===== config.mk =====
export PLATFORM = sky130hd
export DESIGN_NAME = dwu_ram
export DESIGN_NICKNAME = d
export VERILOG_FILES = /design/src/hw/rtl/dwu_ram.sv
export SDC_FILE = /design/constraint.sdc
export NUM_CORES = 1
export LEC_CHECK = 0
export ABC_AREA = 1
export CORE_MARGIN = 2
export CORE_UTILIZATION = 50
export CTS_CLUSTER_DIAMETER = 100
export DETAILED_ROUTE_END_ITERATION = 8
export DONT_BUFFER_PORTS = 1
export GPL_ROUTABILITY_DRIVEN = 0
export MAX_ROUTING_LAYER = met4
export PLACE_DENSITY = 0.75
export SYNTH_ARGS = -nofsm -noshare
export SYNTH_HDL_FRONTEND = slang
export SYNTH_SLANG_ARGS = --single-unit

===== constraint.sdc =====
create_clock -name i_clk -period 1.5 [get_ports i_clk]
set_input_delay 0.3 -clock i_clk [delete_from_list [all_inputs] [get_ports i_clk]]
set_output_delay 0.3 -clock i_clk [all_outputs]
set_load 0.01 [all_outputs]

===== src/hw/rtl/dwu_ram.sv =====
`timescale 1ns / 1ps

module dwu_ram #(
    parameter int WIDTH = 8,
    parameter int DEPTH = 16
) (
    input  logic                     i_clk,
    input  logic                     i_we,
    input  logic [$clog2(DEPTH)-1:0] i_waddr,
    input  logic [WIDTH-1:0]         i_wdata,
    input  logic [$clog2(DEPTH)-1:0] i_raddr,
    output logic [WIDTH-1:0]         o_rdata
);
    logic [WIDTH-1:0] r_mem [DEPTH];

    // One write port and one registered read port.
    always_ff @(posedge i_clk) begin
        if (i_we) r_mem[i_waddr] <= i_wdata;
        o_rdata <= r_mem[i_raddr];
    end
endmodule


==> results.toml, run 1 <==
[status]
status = "complete, no violations"

[floorplan]
core_area_um2 = 11300
dieHeight_um = 111
die_x_um = 111
num_rows = 39
io_pins = 26
start_util_pct = 50.9
dieArea_um2 = 12400

[global_routing]
grtUsageMet3_pct = 5.72
grt_pass1_wl_um = 20100
use_met2_pct = 36.2
busiest_layer = "met2"
use_met1_pct = 27.7
antenna_found_initial = 0
overflow = 0
grt_max_degree = 66
grt_pass1_vias = 3844
grtUsageTotal_pct = 22.5

[sta]
finalMaxSlewViolations = 0
rsz0062_at_grt = "false"
period_needed_ns = 1.26
fin_crit_sh_pct = 84.0
worstMarginPinSlew_ns = 0.788
skew_ns = 0.00806
slew_headroom_pct = 47.3
setup_tns_ns = 0
setup_viol = 0
max_clock_freq_ghz = 0.794
final-hold-violation-count = 0

[synthesis]
yosysSeqAreaShare_pct = 69.4
ys_ff_latch = 136
synthCells = 551
syn_area_um2 = 5770
yosysWarningCount = 0
ys_types = 12
synth_nets = 569
avgSynthCellArea_um2 = 10.5

[routing]
wl_per_cell_um = 18.0
vias = 3932
firstDrtPassIters = 5
drt-initial-drc-count = 313
viasPerCell = 5.40
route.detailed.drc = 0
wl_um = 13100
ant_nets = 0

[clock_tree]
numCtsBuffers = 17
htree_levels = 4
clock_latency_ns = 0.41
post-cts-setup-buffers = 0
clk_pin_slew_ns = 0.06
clockBufferDepth = 2
clock-sinks = 136
ctsRootBufferMaster = "clkbuf_16"
cts_resized = 0
cts_tree = "done"

[layout]
final_layout_size_suffix_gt1_share_pct = 7.86
antennaDiodeCount = 0
nFillCells = 898
final_net_count = 591
area_growth_pct = 14.8

[pwr]
power.density_nw_per_um2 = 1350
max-vdd-ir-drop_mv = 1.06
p_leak_nw = 2.84
totalPowerFinal_mw = 8.93

[setup_path]
worst_setup_path_start_kind = "primary input"
required_ns = 1.60
endpoint_kind = "register"
worstPathMaxFanout = 16
critPathSlowestCell = "dlygate4sd3_1"
cp.arrival_ns = 1.36
cp_slowest_stage_delay_ns = 1.04
critPathTopFamily = "buffers and inverters"
setup.worst_path.class = "primary input to register"
path_cells = "dlygate4sd3_1"
critical_path_buf_inv_count = 1

[placed_design]
io_buffers = 0
dp_hpwl_um = 7820

[job]
maxCapViolCount = 0

[worst_hold_path]
hold_path.class = "primary input to register"
-- cells by family after synthesis --
family	after synthesis	share of synthesized area, %
simple gates	289	21.0
flops	136	69.4
buf+inv	126	9.52
-- metrics by stage --
stage	cell area, µm²	cells	utilization, %	hold WS (ns)	worst slack (ns)
6_report	6620	728	58.5	0.0301	0.241
5_1_grt	6620	728	58.5	0.0168	0.203
4_1_cts	6620	728	58.5	0.0267	0.223
3_5_place_dp	5950	689	52.5	0.400	0.253
3_3_place_gp	5950	689	52.5	0.400	0.267
2_1_floorplan	5770	551	-	0.399	0.249
-- metal layers --
layer  up-vias  share of wire, %
met5         -                 0
met3        31               7.9
met1      1871                39
met2       215                50
li1       1815                 -
met4         0               2.8
-- worst register-to-register path: stages (launching register included) --
cell      delay, ns
edfxtp_1       0.35
inv_1          0.06
nand2_1        0.05
nand3_1        0.09
nand3_1        0.12
nand3_1        0.19
nand2_1        0.06
-- sequential cells by signal, summed over array words and instances (netlist names) --
signal,cells
r_mem,128
o_rdata,8
-- worst paths after layout --
kind                start      endpoint  slack (ns)  depth (start not counted)
min reg2reg  r_mem[14][4]    o_rdata[4]        0.67                          6
min            i_raddr[3]    o_rdata[4]        0.03                          2
max            i_wdata[1]  r_mem[12][1]        0.24                          1
max reg2reg   r_mem[9][5]    o_rdata[5]        0.46                          6
-- cells in the mapped netlist --
cell / count / share of area [%]
inv_1: 100 / 6.5
inv_2: 2 / 0.13
nor2_1: 17 / 1.1
buf_6: 6 / 1.2
buf_1: 1 / 0.065
nand2_1: 173 / 11
edfxtp_1: 128 / 67
nand3_1: 97 / 8.4
buf_2: 13 / 1.1
buf_4: 4 / 0.52
nand3b_1: 2 / 0.26
dfxtp_1: 8 / 2.8
-- repair_timing --
action	in CTS	in global routing
endpoints found under the setup margin	0	0
hold endpoints to repair	128	0
hold buffers	8	0
-- cell usage in the layout, fill, tap and decap left out --
cell / n
buf_12: 2
bufinv_16: 4
dfxtp_1: 8
inv_2: 2
inv_1: 100
nand3_1: 97
clkbuf_16: 17
nand3b_1: 2
nor2_1: 17
clkbuf_1: 4
buf_4: 17
clkinvlp_4: 2
nand2_1: 173
dlygate4sd3_1: 8
edfxtp_1: 128
clkinv_1: 2
clkinv_2: 2
-- where the power goes --
part | total (mW) | internal [mW] | switching [mW]
clock | 4.20 | 2.75 | 1.45
sequential | 4.30 | 4.25 | 0.0492
combinational | 0.426 | 0.136 | 0.290
total | 8.93 | 7.14 | 1.79
-- layout make-up --
cell class	instances	area (µm²)	area share [%]
clock inverters	10	153	2.31
inverters	102	383	5.78
clock buffers	21	440	6.65
repair buffers	27	248	3.74
well taps	143	179	2.70
flip-flops and latches	136	4000	60.5
multi-input cells	289	1210	18.3
(Power assumes the default switching activity.)
==> run 2: changes to the inputs <==
PLACE_DENSITY = 0.78   (was 0.75)
clock period = 1.1 ns   (was 1.5 ns; I/O delays follow)
==> run 2 against run 1 <==
  * The run now ends with negative hold slack left
  * Wire length shrank 2.3%
  * Global-route usage is essentially flat
  * Sequential cell count is the same
  * Non-clock buffer count shrank 1
  * Critical path type is now register to output port
  * Largest power group unchanged
  * Highest routed layer unchanged
==> results.toml, run 2 (synthesis gave the netlist of run 1 again) <==
[routing]
viasPerCell = 5.23
wl_um = 12800
ant_nets = 0
vias = 3808
wl_per_cell_um = 17.6
firstDrtPassIters = 6
drt-initial-drc-count = 359
route.detailed.drc = 0

[layout]
area_growth_pct = 14.7
largest_reg_flops = 128
fin_util_pct = 58.4
final_layout_size_suffix_gt1_share_pct = 10.4
reg.largest.list = "r_mem x128, o_rdata x8"
layout_commonest_cell = "nand2_1"
top_register = "r_mem"
antennaDiodeCount = 0
final_cell_mix = "173 x nand2_1, 128 x edfxtp_1, 100 x inv_1"
fin_area_um2 = 6610
fin_cells = 728
final_net_count = 590

[worst_hold_path]
holdPathStages = 0
hold_path.class = "primary input to register"
hold_path_end = "r_mem[14][2]"
hp-start = "i_wdata[2]"

[clock_tree]
htree_levels = 4
ctsRootBufferMaster = "clkbuf_16"
cts_tree = "done"
clk_pin_slew_ns = 0.06
clock_latency_ns = 0.42
numCtsBuffers = 17
cts_hold_buf = 3
clockBufferDepth = 2
clock-sinks = 136

[sta]
worstMarginPinSlew_ns = 0.722
period_needed_ns = 1.07
whs_ns = -0.104
final-hold-violation-count = 96
finalMaxSlewViolations = 0
rsz0062_at_grt = "false"
max_clock_freq_ghz = 0.935
skew_ns = 0.00591
finalWorstSetupSlack_ns = 0.0307
slew_headroom_pct = 51.9
fin_crit_sh_pct = 97.2
setup_viol = 0

[setup_path]
endpoint_kind = "output port"
cp.arrival_ns = 0.85
worst_setup_path_start_kind = "register"
r2r_slack_ns = 0.09
rr_endpoint = "o_rdata[0]"
required_ns = 0.88
setup.worst_path.class = "register to output port"
r2r_cells = 6
reg2reg_from = "r_mem[9][0]"
worstPathMaxFanout = 1

[global_routing]
grt_pass1_vias = 3747
grtUsageTotal_pct = 22.4
grt_max_degree = 66
overflow = 0
antenna_found_initial = 0
grt_pass1_wl_um = 20000

[status]
status = "complete, but fails checks"
violations = "negative hold slack"

[pwr]
power.density_nw_per_um2 = 1800
max-vdd-ir-drop_mv = 1.51
p_leak_nw = 2.85

[placed_design]
placedCellCount = 693
place_area_um2 = 5990
pre_cts_slack_ns = -0.0325
io_buffers = 0
dp_hpwl_um = 7920

[floorplan]
core_area_um2 = 11300
num_rows = 39
io_pins = 26
start_util_pct = 50.9
dieArea_um2 = 12400
die_x_um = 111
dieHeight_um = 111

[job]
maxCapViolCount = 0
run 2: cell types whose count changed in the layout (fill, tap and decap cells not counted), sizes merged:
cell,previous run,this run
dlymetal6s4s,0,2
buf,19,23
clkbuf,21,18
bufinv,4,2
clkinv,4,5
dlygate4sd3,8,1
inv,102,104
clkinvlp,2,5
run 2: per-stage QoR:
step	power, mW	hold slack, ns	TNS [ns]
after floorplan	6.36	0.319	-6.08
after global placement	6.44	0.320	-0.0701
after detailed placement	6.45	0.320	-0.375
after CTS	12.0	-0.118	0
after global routing	12.2	-0.120	0
final	11.9	-0.104	0
run 2: report_power, final:
group	internal (mW)	switching, mW
sequential	5.80	0.0707
clock	3.40	2.14
combinational	0.184	0.331
total	9.38	2.54
run 2: metal layers:
layer	GRT usage, %	routed length (µm)	part of all wire, %	vias up
li1	-	-	-	1810
met1	27.0	5090	40	1790
met2	36.8	6520	51	187
met3	5.39	912	7.1	21
met4	8.89	286	2.2	0
met5	-	0	0	-
run 2: worst max-delay path by stage:
stage,end,cells past startpoint,from
floorplan,r_mem[11][0],2,i_waddr[2]
global placement,r_mem[15][1],3,i_we
detailed placement,o_rdata[3],7,i_raddr[0]
CTS,o_rdata[6],0,o_rdata[6]
global route,o_rdata[6],0,o_rdata[6]
finish,o_rdata[6],0,o_rdata[6]
run 2: cell type report:
| class | count | area [µm²] |
|---|---|---|
| clock inverter | 14 | 150 |
| timing repair buffer | 26 | 233 |
| multi-input combinational | 289 | 1230 |
| sequential | 136 | 4000 |
| inverter | 102 | 383 |
| clock buffer | 18 | 439 |
| tap | 143 | 179 |
| fill | 905 | 4710 |
run 2: timing repair:
action,CTS,global route
hold endpoints to repair,136,96
setup endpoints to repair,0,32
resized for setup,0,2
setup buffers,0,0
