[config.mk]
export PLATFORM = sky130hd
export DESIGN_NAME = dwu_dir_table
export DESIGN_NICKNAME = d
export VERILOG_FILES = /design/src/hw/rtl/dwu_pkg.sv /design/src/hw/rtl/dwu_dir_table.sv
export SDC_FILE = /design/constraint.sdc
export NUM_CORES = 1
export LEC_CHECK = 0
export ABC_AREA = 1
export BUFFER_PORTS_ARGS = -buffer_cell sky130_fd_sc_hd__buf_2
export CAP_MARGIN = 0
export CORE_MARGIN = 2
export CORE_UTILIZATION = 37
export CTS_CLUSTER_DIAMETER = 60
export DETAILED_ROUTE_END_ITERATION = 10
export PLACE_DENSITY = 0.66
export RECOVER_POWER = 50
export SYNTH_ARGS = -nofsm -noshare
export SYNTH_HDL_FRONTEND = slang
export SYNTH_SLANG_ARGS = --single-unit
[constraint.sdc]
create_clock -name i_clk -period 2.21 [get_ports i_clk]
set_clock_uncertainty 0.2 [all_clocks]
set_input_delay 0.1105 -clock i_clk [delete_from_list [all_inputs] [get_ports i_clk]]
set_output_delay 0.1105 -clock i_clk [all_outputs]
set_load 0.005 [all_outputs]
[src/hw/rtl/dwu_pkg.sv]
`timescale 1ns / 1ps

package dwu_pkg;

    localparam int GRID_WIDTH  = 32;
    localparam int GRID_HEIGHT = 32;
    localparam int XW          = $clog2(GRID_WIDTH);
    localparam int YW          = $clog2(GRID_HEIGHT);
    localparam int SITES       = GRID_WIDTH * GRID_HEIGHT;
    localparam int AW          = $clog2(SITES);
    localparam int BOND_W      = 6;
    localparam int NDIR_MAX    = 4 + 8;

    localparam logic [1:0] CMD_START = 2'd0;
    localparam logic [1:0] CMD_MOVE  = 2'd1;
    localparam logic [1:0] CMD_READ  = 2'd2;

    localparam logic [1:0] ST_OK      = 2'd0;
    localparam logic [1:0] ST_NO_BOND = 2'd1;
    localparam logic [1:0] ST_NO_DIR  = 2'd2;
    localparam logic [1:0] ST_ILLEGAL = 2'd3;

    localparam logic [2:0] REG_EXT_DX = 3'd0;
    localparam logic [2:0] REG_EXT_DY = 3'd1;
    localparam logic [2:0] REG_W_SS   = 3'd2;
    localparam logic [2:0] REG_W_SE   = 3'd3;
    localparam logic [2:0] REG_W_ES   = 3'd4;
    localparam logic [2:0] REG_W_EE   = 3'd5;

    typedef struct packed {
        logic [1:0]  cmd;
        logic [4:0]  start_x;
        logic [4:0]  start_y;
        logic [15:0] rand_fraction;
        logic [4:0]  bin_index;
    } t_in;

    typedef struct packed {
        logic [1:0]  status;
        logic        worm_closed;
        logic        worm_active;
        logic [4:0]  head_x_out;
        logic [4:0]  head_y_out;
        logic [31:0] bin_count;
    } t_out;

    // Bond store word at reset: the +x bond on odd columns.
    function automatic logic [BOND_W-1:0] reset_word(logic [AW-1:0] a);
        logic [XW-1:0] x;
        x = a[XW-1:0];
        return {{(BOND_W-1){1'b0}}, x[0]};
    endfunction

    // Wrap a coordinate plus a small signed offset into 0..n-1.
    function automatic logic [7:0] wrap_c(logic [7:0] c, logic signed [4:0] d,
                                          logic [8:0] n);
        logic signed [10:0] s;
        s = $signed({3'b0, c}) + 11'(d);
        if (s < 0) s = s + $signed({2'b0, n});
        else if (s >= $signed({2'b0, n})) s = s - $signed({2'b0, n});
        return s[7:0];
    endfunction

endpackage

[src/hw/rtl/dwu_dir_table.sv]
`timescale 1ns / 1ps

module dwu_dir_table (
    input  logic              i_clk,
    input  logic              i_rst_n,
    input  logic              i_we,
    input  logic [2:0]        i_idx,
    input  logic [3:0]        i_ext_dx,
    input  logic [3:0]        i_ext_dy,
    input  logic [3:0]        i_dir,
    output logic signed [4:0] o_dx,
    output logic signed [4:0] o_dy,
    output logic [3:0]        o_ndir
);
    import dwu_pkg::*;

    logic signed [4:0] r_e, r_f, e, f;

    // Extended offset registers.
    always_ff @(posedge i_clk) begin
        if (!i_rst_n) begin
            r_e <= 5'sd1;
            r_f <= 5'sd1;
        end else if (i_we) begin
            if (i_idx == REG_EXT_DX) r_e <= 5'($signed(i_ext_dx));
            if (i_idx == REG_EXT_DY) r_f <= 5'($signed(i_ext_dy));
        end
    end

    assign e = r_e;
    assign f = r_f;

    // Offset of the selected direction.
    always_comb begin
        logic swap;
        swap = (e != f) && (e == 0 || f == 0);
        o_ndir = (e == f || e == 0 || f == 0) ? 4'd8 : 4'd12;
        case (i_dir)
            4'd0:    begin o_dx = 5'sd1;  o_dy = 5'sd0;  end
            4'd1:    begin o_dx = -5'sd1; o_dy = 5'sd0;  end
            4'd2:    begin o_dx = 5'sd0;  o_dy = 5'sd1;  end
            4'd3:    begin o_dx = 5'sd0;  o_dy = -5'sd1; end
            4'd4:    begin o_dx = e;      o_dy = f;      end
            4'd5:    begin o_dx = -e;     o_dy = -f;     end
            4'd6:    begin o_dx = swap ? f : -e;  o_dy = swap ? e : f;   end
            4'd7:    begin o_dx = swap ? -f : e;  o_dy = swap ? -e : -f; end
            4'd8:    begin o_dx = f;      o_dy = e;      end
            4'd9:    begin o_dx = -f;     o_dy = -e;     end
            4'd10:   begin o_dx = -f;     o_dy = e;      end
            default: begin o_dx = f;      o_dy = -e;     end
        endcase
    end
endmodule

==> flow_summary.yaml <==
synthesis:
  ys_types: 30
  syn_inst: 198
  synthTopCellsByArea: "nand2_1, dfxtp_1, inv_1"
  ys_ff_latch: 8
  yosysWarnings: 0
  synthDominantCellAreaShare_pct: 15.16
  syn_area_per_cell_um2: 5.750
  yosysSeqAreaShare_pct: 14.07
  synth_largest_area_cell: "nand2_1"
  netlist_area_um2: 1139
clocking:
  numCtsBuffers: 3
  clk_pin_slew_worst_paths_ps: 50
  htreeDepth: 1
  cts_tree: "built"
  cts.path.max_buffers: 2
  clock_sinks: 8
  clock_latency_ps: 260
  root_buffer: "clkbuf_4"
power:
  ir_worst_vdd_mv: 0.3309
  p_leak_nw: 0.8308
  p_total_w: 0.0005280
  powerDensity_nw_per_um2: 304.7
job:
  drv_cap: 0
final_layout:
  multi_input_area_um2: 935.9
  drive_gt1_share_pct: 36.68
  nNetsFinal: 283
  antenna_cells: 0
  fin_cells: 292
  syn2layout_area_growth_pct: 52.20
  fillers: 280
  ff_latch_area_um2: 168.9
timing:
  setup_ws_ps: -23.13
  rsz0062_at_grt: "yes"
  hold_violations: 0
  fin_crit_sh_pct: 101.0
  period_needed_ps: 2233
  slew_viol_final: 0
  max_slew.worst_pin.slew_ps: 560.8
  setup_viol: 2
  max_freq_ghz: 0.4478
  holdWs_ps: 69.31
  relSlewSlack_pct: 62.61
critical_path:
  critical_path_arrival_ps: 1920
  crit_required_ps: 1900
  cp_max_fo: 8
  crit_type: "reg2out"
  critPathCaptureType: "primary output"
  crit_path_start_kind: "flop"
routing:
  vias: 1494
  detail_route.wl_per_cell_um: 12.89
  drc_errors: 0
  drt_iter0_markers: 55
  ant_nets: 0
  routed_wl_um: 3765
  viasPerCell: 5.116
  drtPass1Iterations: 4
placed_design:
  globalplace.congestion: 0.9438
  place_hpwl_um: 2558
  dp_cells: 261
  numPortBuffers: 28
run_status:
  violations: "negative setup slack"
  status: "finished with violations"
floorplan:
  die_h_um: 59.48
  num_rows: 20
  dieArea_um2: 3537
  start_util_pct: 38.24
  die_w_um: 59.48
  core_um2: 2978
  boundaryPins: 32
global_route:
  grt_pass1_wl_um: 5968
  grtUsageTotal_pct: 22.22
  grt_max_degree: 9
  antenna_found_initial: 0
  gr-total-overflow: 0
  grt_pass1_vias: 1347
hold_path:
  hold_path_class: "in2reg"
layout by cell type, fill, tap and decap left out, types with 2 or more instances in the layout:
master	synthesis	routed
nand2_4	2	4
ha_4	0	2
o211ai_1	4	4
mux2i_2	0	2
o21ai_0	12	12
nand2_2	6	10
o22ai_1	2	2
dfxtp_2	0	7
nand4_1	5	5
nand2_1	46	39
buf_2	0	27
buf_4	3	13
or2_0	2	2
ha_2	0	2
nor3_1	3	3
o21ai_2	0	2
a21oi_1	10	10
dlygate4sd3_1	0	18
nor4_1	2	2
nand3_1	16	16
xor2_1	3	3
nor2_1	15	13
clkbuf_4	0	3
nand2_8	0	2
nor2_4	2	2
inv_1	31	25
inv_2	4	8
conb_1	2	3
nand3_2	2	2
nor2_2	3	5
inv_4	0	2
worst paths after layout:
check,slack [ps],cells after the start,to,start
setup / recovery,-20,13,o_dy[2],e[0]$_SDFFE_PN1P_
hold / removal,70,4,f[3]$_SDFFE_PN0P_,i_idx[2]
setup reg to reg,700,4,f[0]$_SDFFE_PN1P_,f[0]$_SDFFE_PN1P_
hold reg to reg,410,2,f[3]$_SDFFE_PN0P_,f[3]$_SDFFE_PN0P_
synthesized netlist by cell type:
| cell | instances |
|---|---|
| nor3_1 | 3 |
| inv_1 | 31 |
| nor2_4 | 2 |
| o21bai_1 | 1 |
| xor2_1 | 3 |
| nor2_1 | 15 |
| nand3_1 | 16 |
| nand4_1 | 5 |
| o21ai_0 | 12 |
| or2_0 | 2 |
| o22ai_1 | 2 |
| a21oi_1 | 10 |
| buf_4 | 3 |
| mux2i_1 | 2 |
| inv_2 | 4 |
| a21boi_1 | 1 |
| nand2_4 | 2 |
| nor2_2 | 3 |
| buf_8 | 1 |
| nand3b_1 | 1 |
| o21ai_1 | 4 |
| o211ai_1 | 4 |
| xnor2_1 | 1 |
| ha_1 | 4 |
| nand3_2 | 2 |
| nand2_1 | 46 |
| dfxtp_1 | 8 |
| conb_1 | 2 |
| nand2_2 | 6 |
| nor4_1 | 2 |
metrics by stage:
step	setup TNS [ps]	util [%]	setup slack, ps	area, um2
6_report	-26.30	58.19	-23.13	1733
3_5_place_dp	0	44.45	80.09	1324
2_1_floorplan	0	-	321.9	1142
5_1_grt	-805.0	58.19	-128.6	1733
4_1_cts	0	55.00	2.544	1638
3_3_place_gp	0	44.45	101.9	1324
report_power, final:
part | internal [W] | switching, W
Combinational | 0.000118 | 0.000141
Sequential | 0.000151 | 0.00000606
Clock | 0.0000622 | 0.0000500
Total | 0.000331 | 0.000197
kinds of logic (layout without fill, tap and decap cells):
group / Yosys count / count (layout) / synth area share, %
flops: 8 / 8 / 14.07
simple gates: 105 / 106 / 44.73
other cells: 2 / 3 / 0.6596
mux: 2 / 2 / 1.758
fa+ha+maj: 4 / 4 / 4.396
xor+xnor: 4 / 4 / 3.077
compound gates: 34 / 34 / 16.48
buf+inv: 39 / 98 / 14.83
layer usage:
layer | part of all wire [%] | routed length (um) | vias to the layer above | track usage, %
met5 | 0 | 0 | - | 0
met4 | 3.1 | 116 | 0 | 9.091
met3 | 4.1 | 153 | 12 | 0.8734
met2 | 52 | 1952 | 46 | 41.29
met1 | 41 | 1542 | 676 | 26.25
li1 | - | - | 760 | -
state kept, by name, summed over array words and instances (netlist names):
name	cells
e	4
f	4
what timing repair did:
item,in CTS,in global routing
setup buffers,7,2
gates cloned,1,0
pin swaps,10,9
endpoints found under the setup margin,10,10
hold endpoints to repair,8,0
gates resized for setup,21,22
hold buffers,18,0
worst max-delay path: stages (launching register included):
cell and delay (ps):
dfxtp_2 320, inv_2 80, ha_4 150, nand2_2 60, nor2_2 80, ha_2 190, inv_4 50, nand2_8 110
mux2i_2 230, a21oi_1 90, nand3_1 100, nand2_1 50, inv_1 40, buf_2 100
final cells by class:
cell class / count / area share (%)
multi-input cells: 153 / 54.01
repair buffers: 60 / 24.69
flip-flops and latches: 8 / 9.747
inverters: 35 / 7.870
well taps: 33 / 2.383
clock buffers: 3 / 1.300
Power figures use the tool's default switching activity.
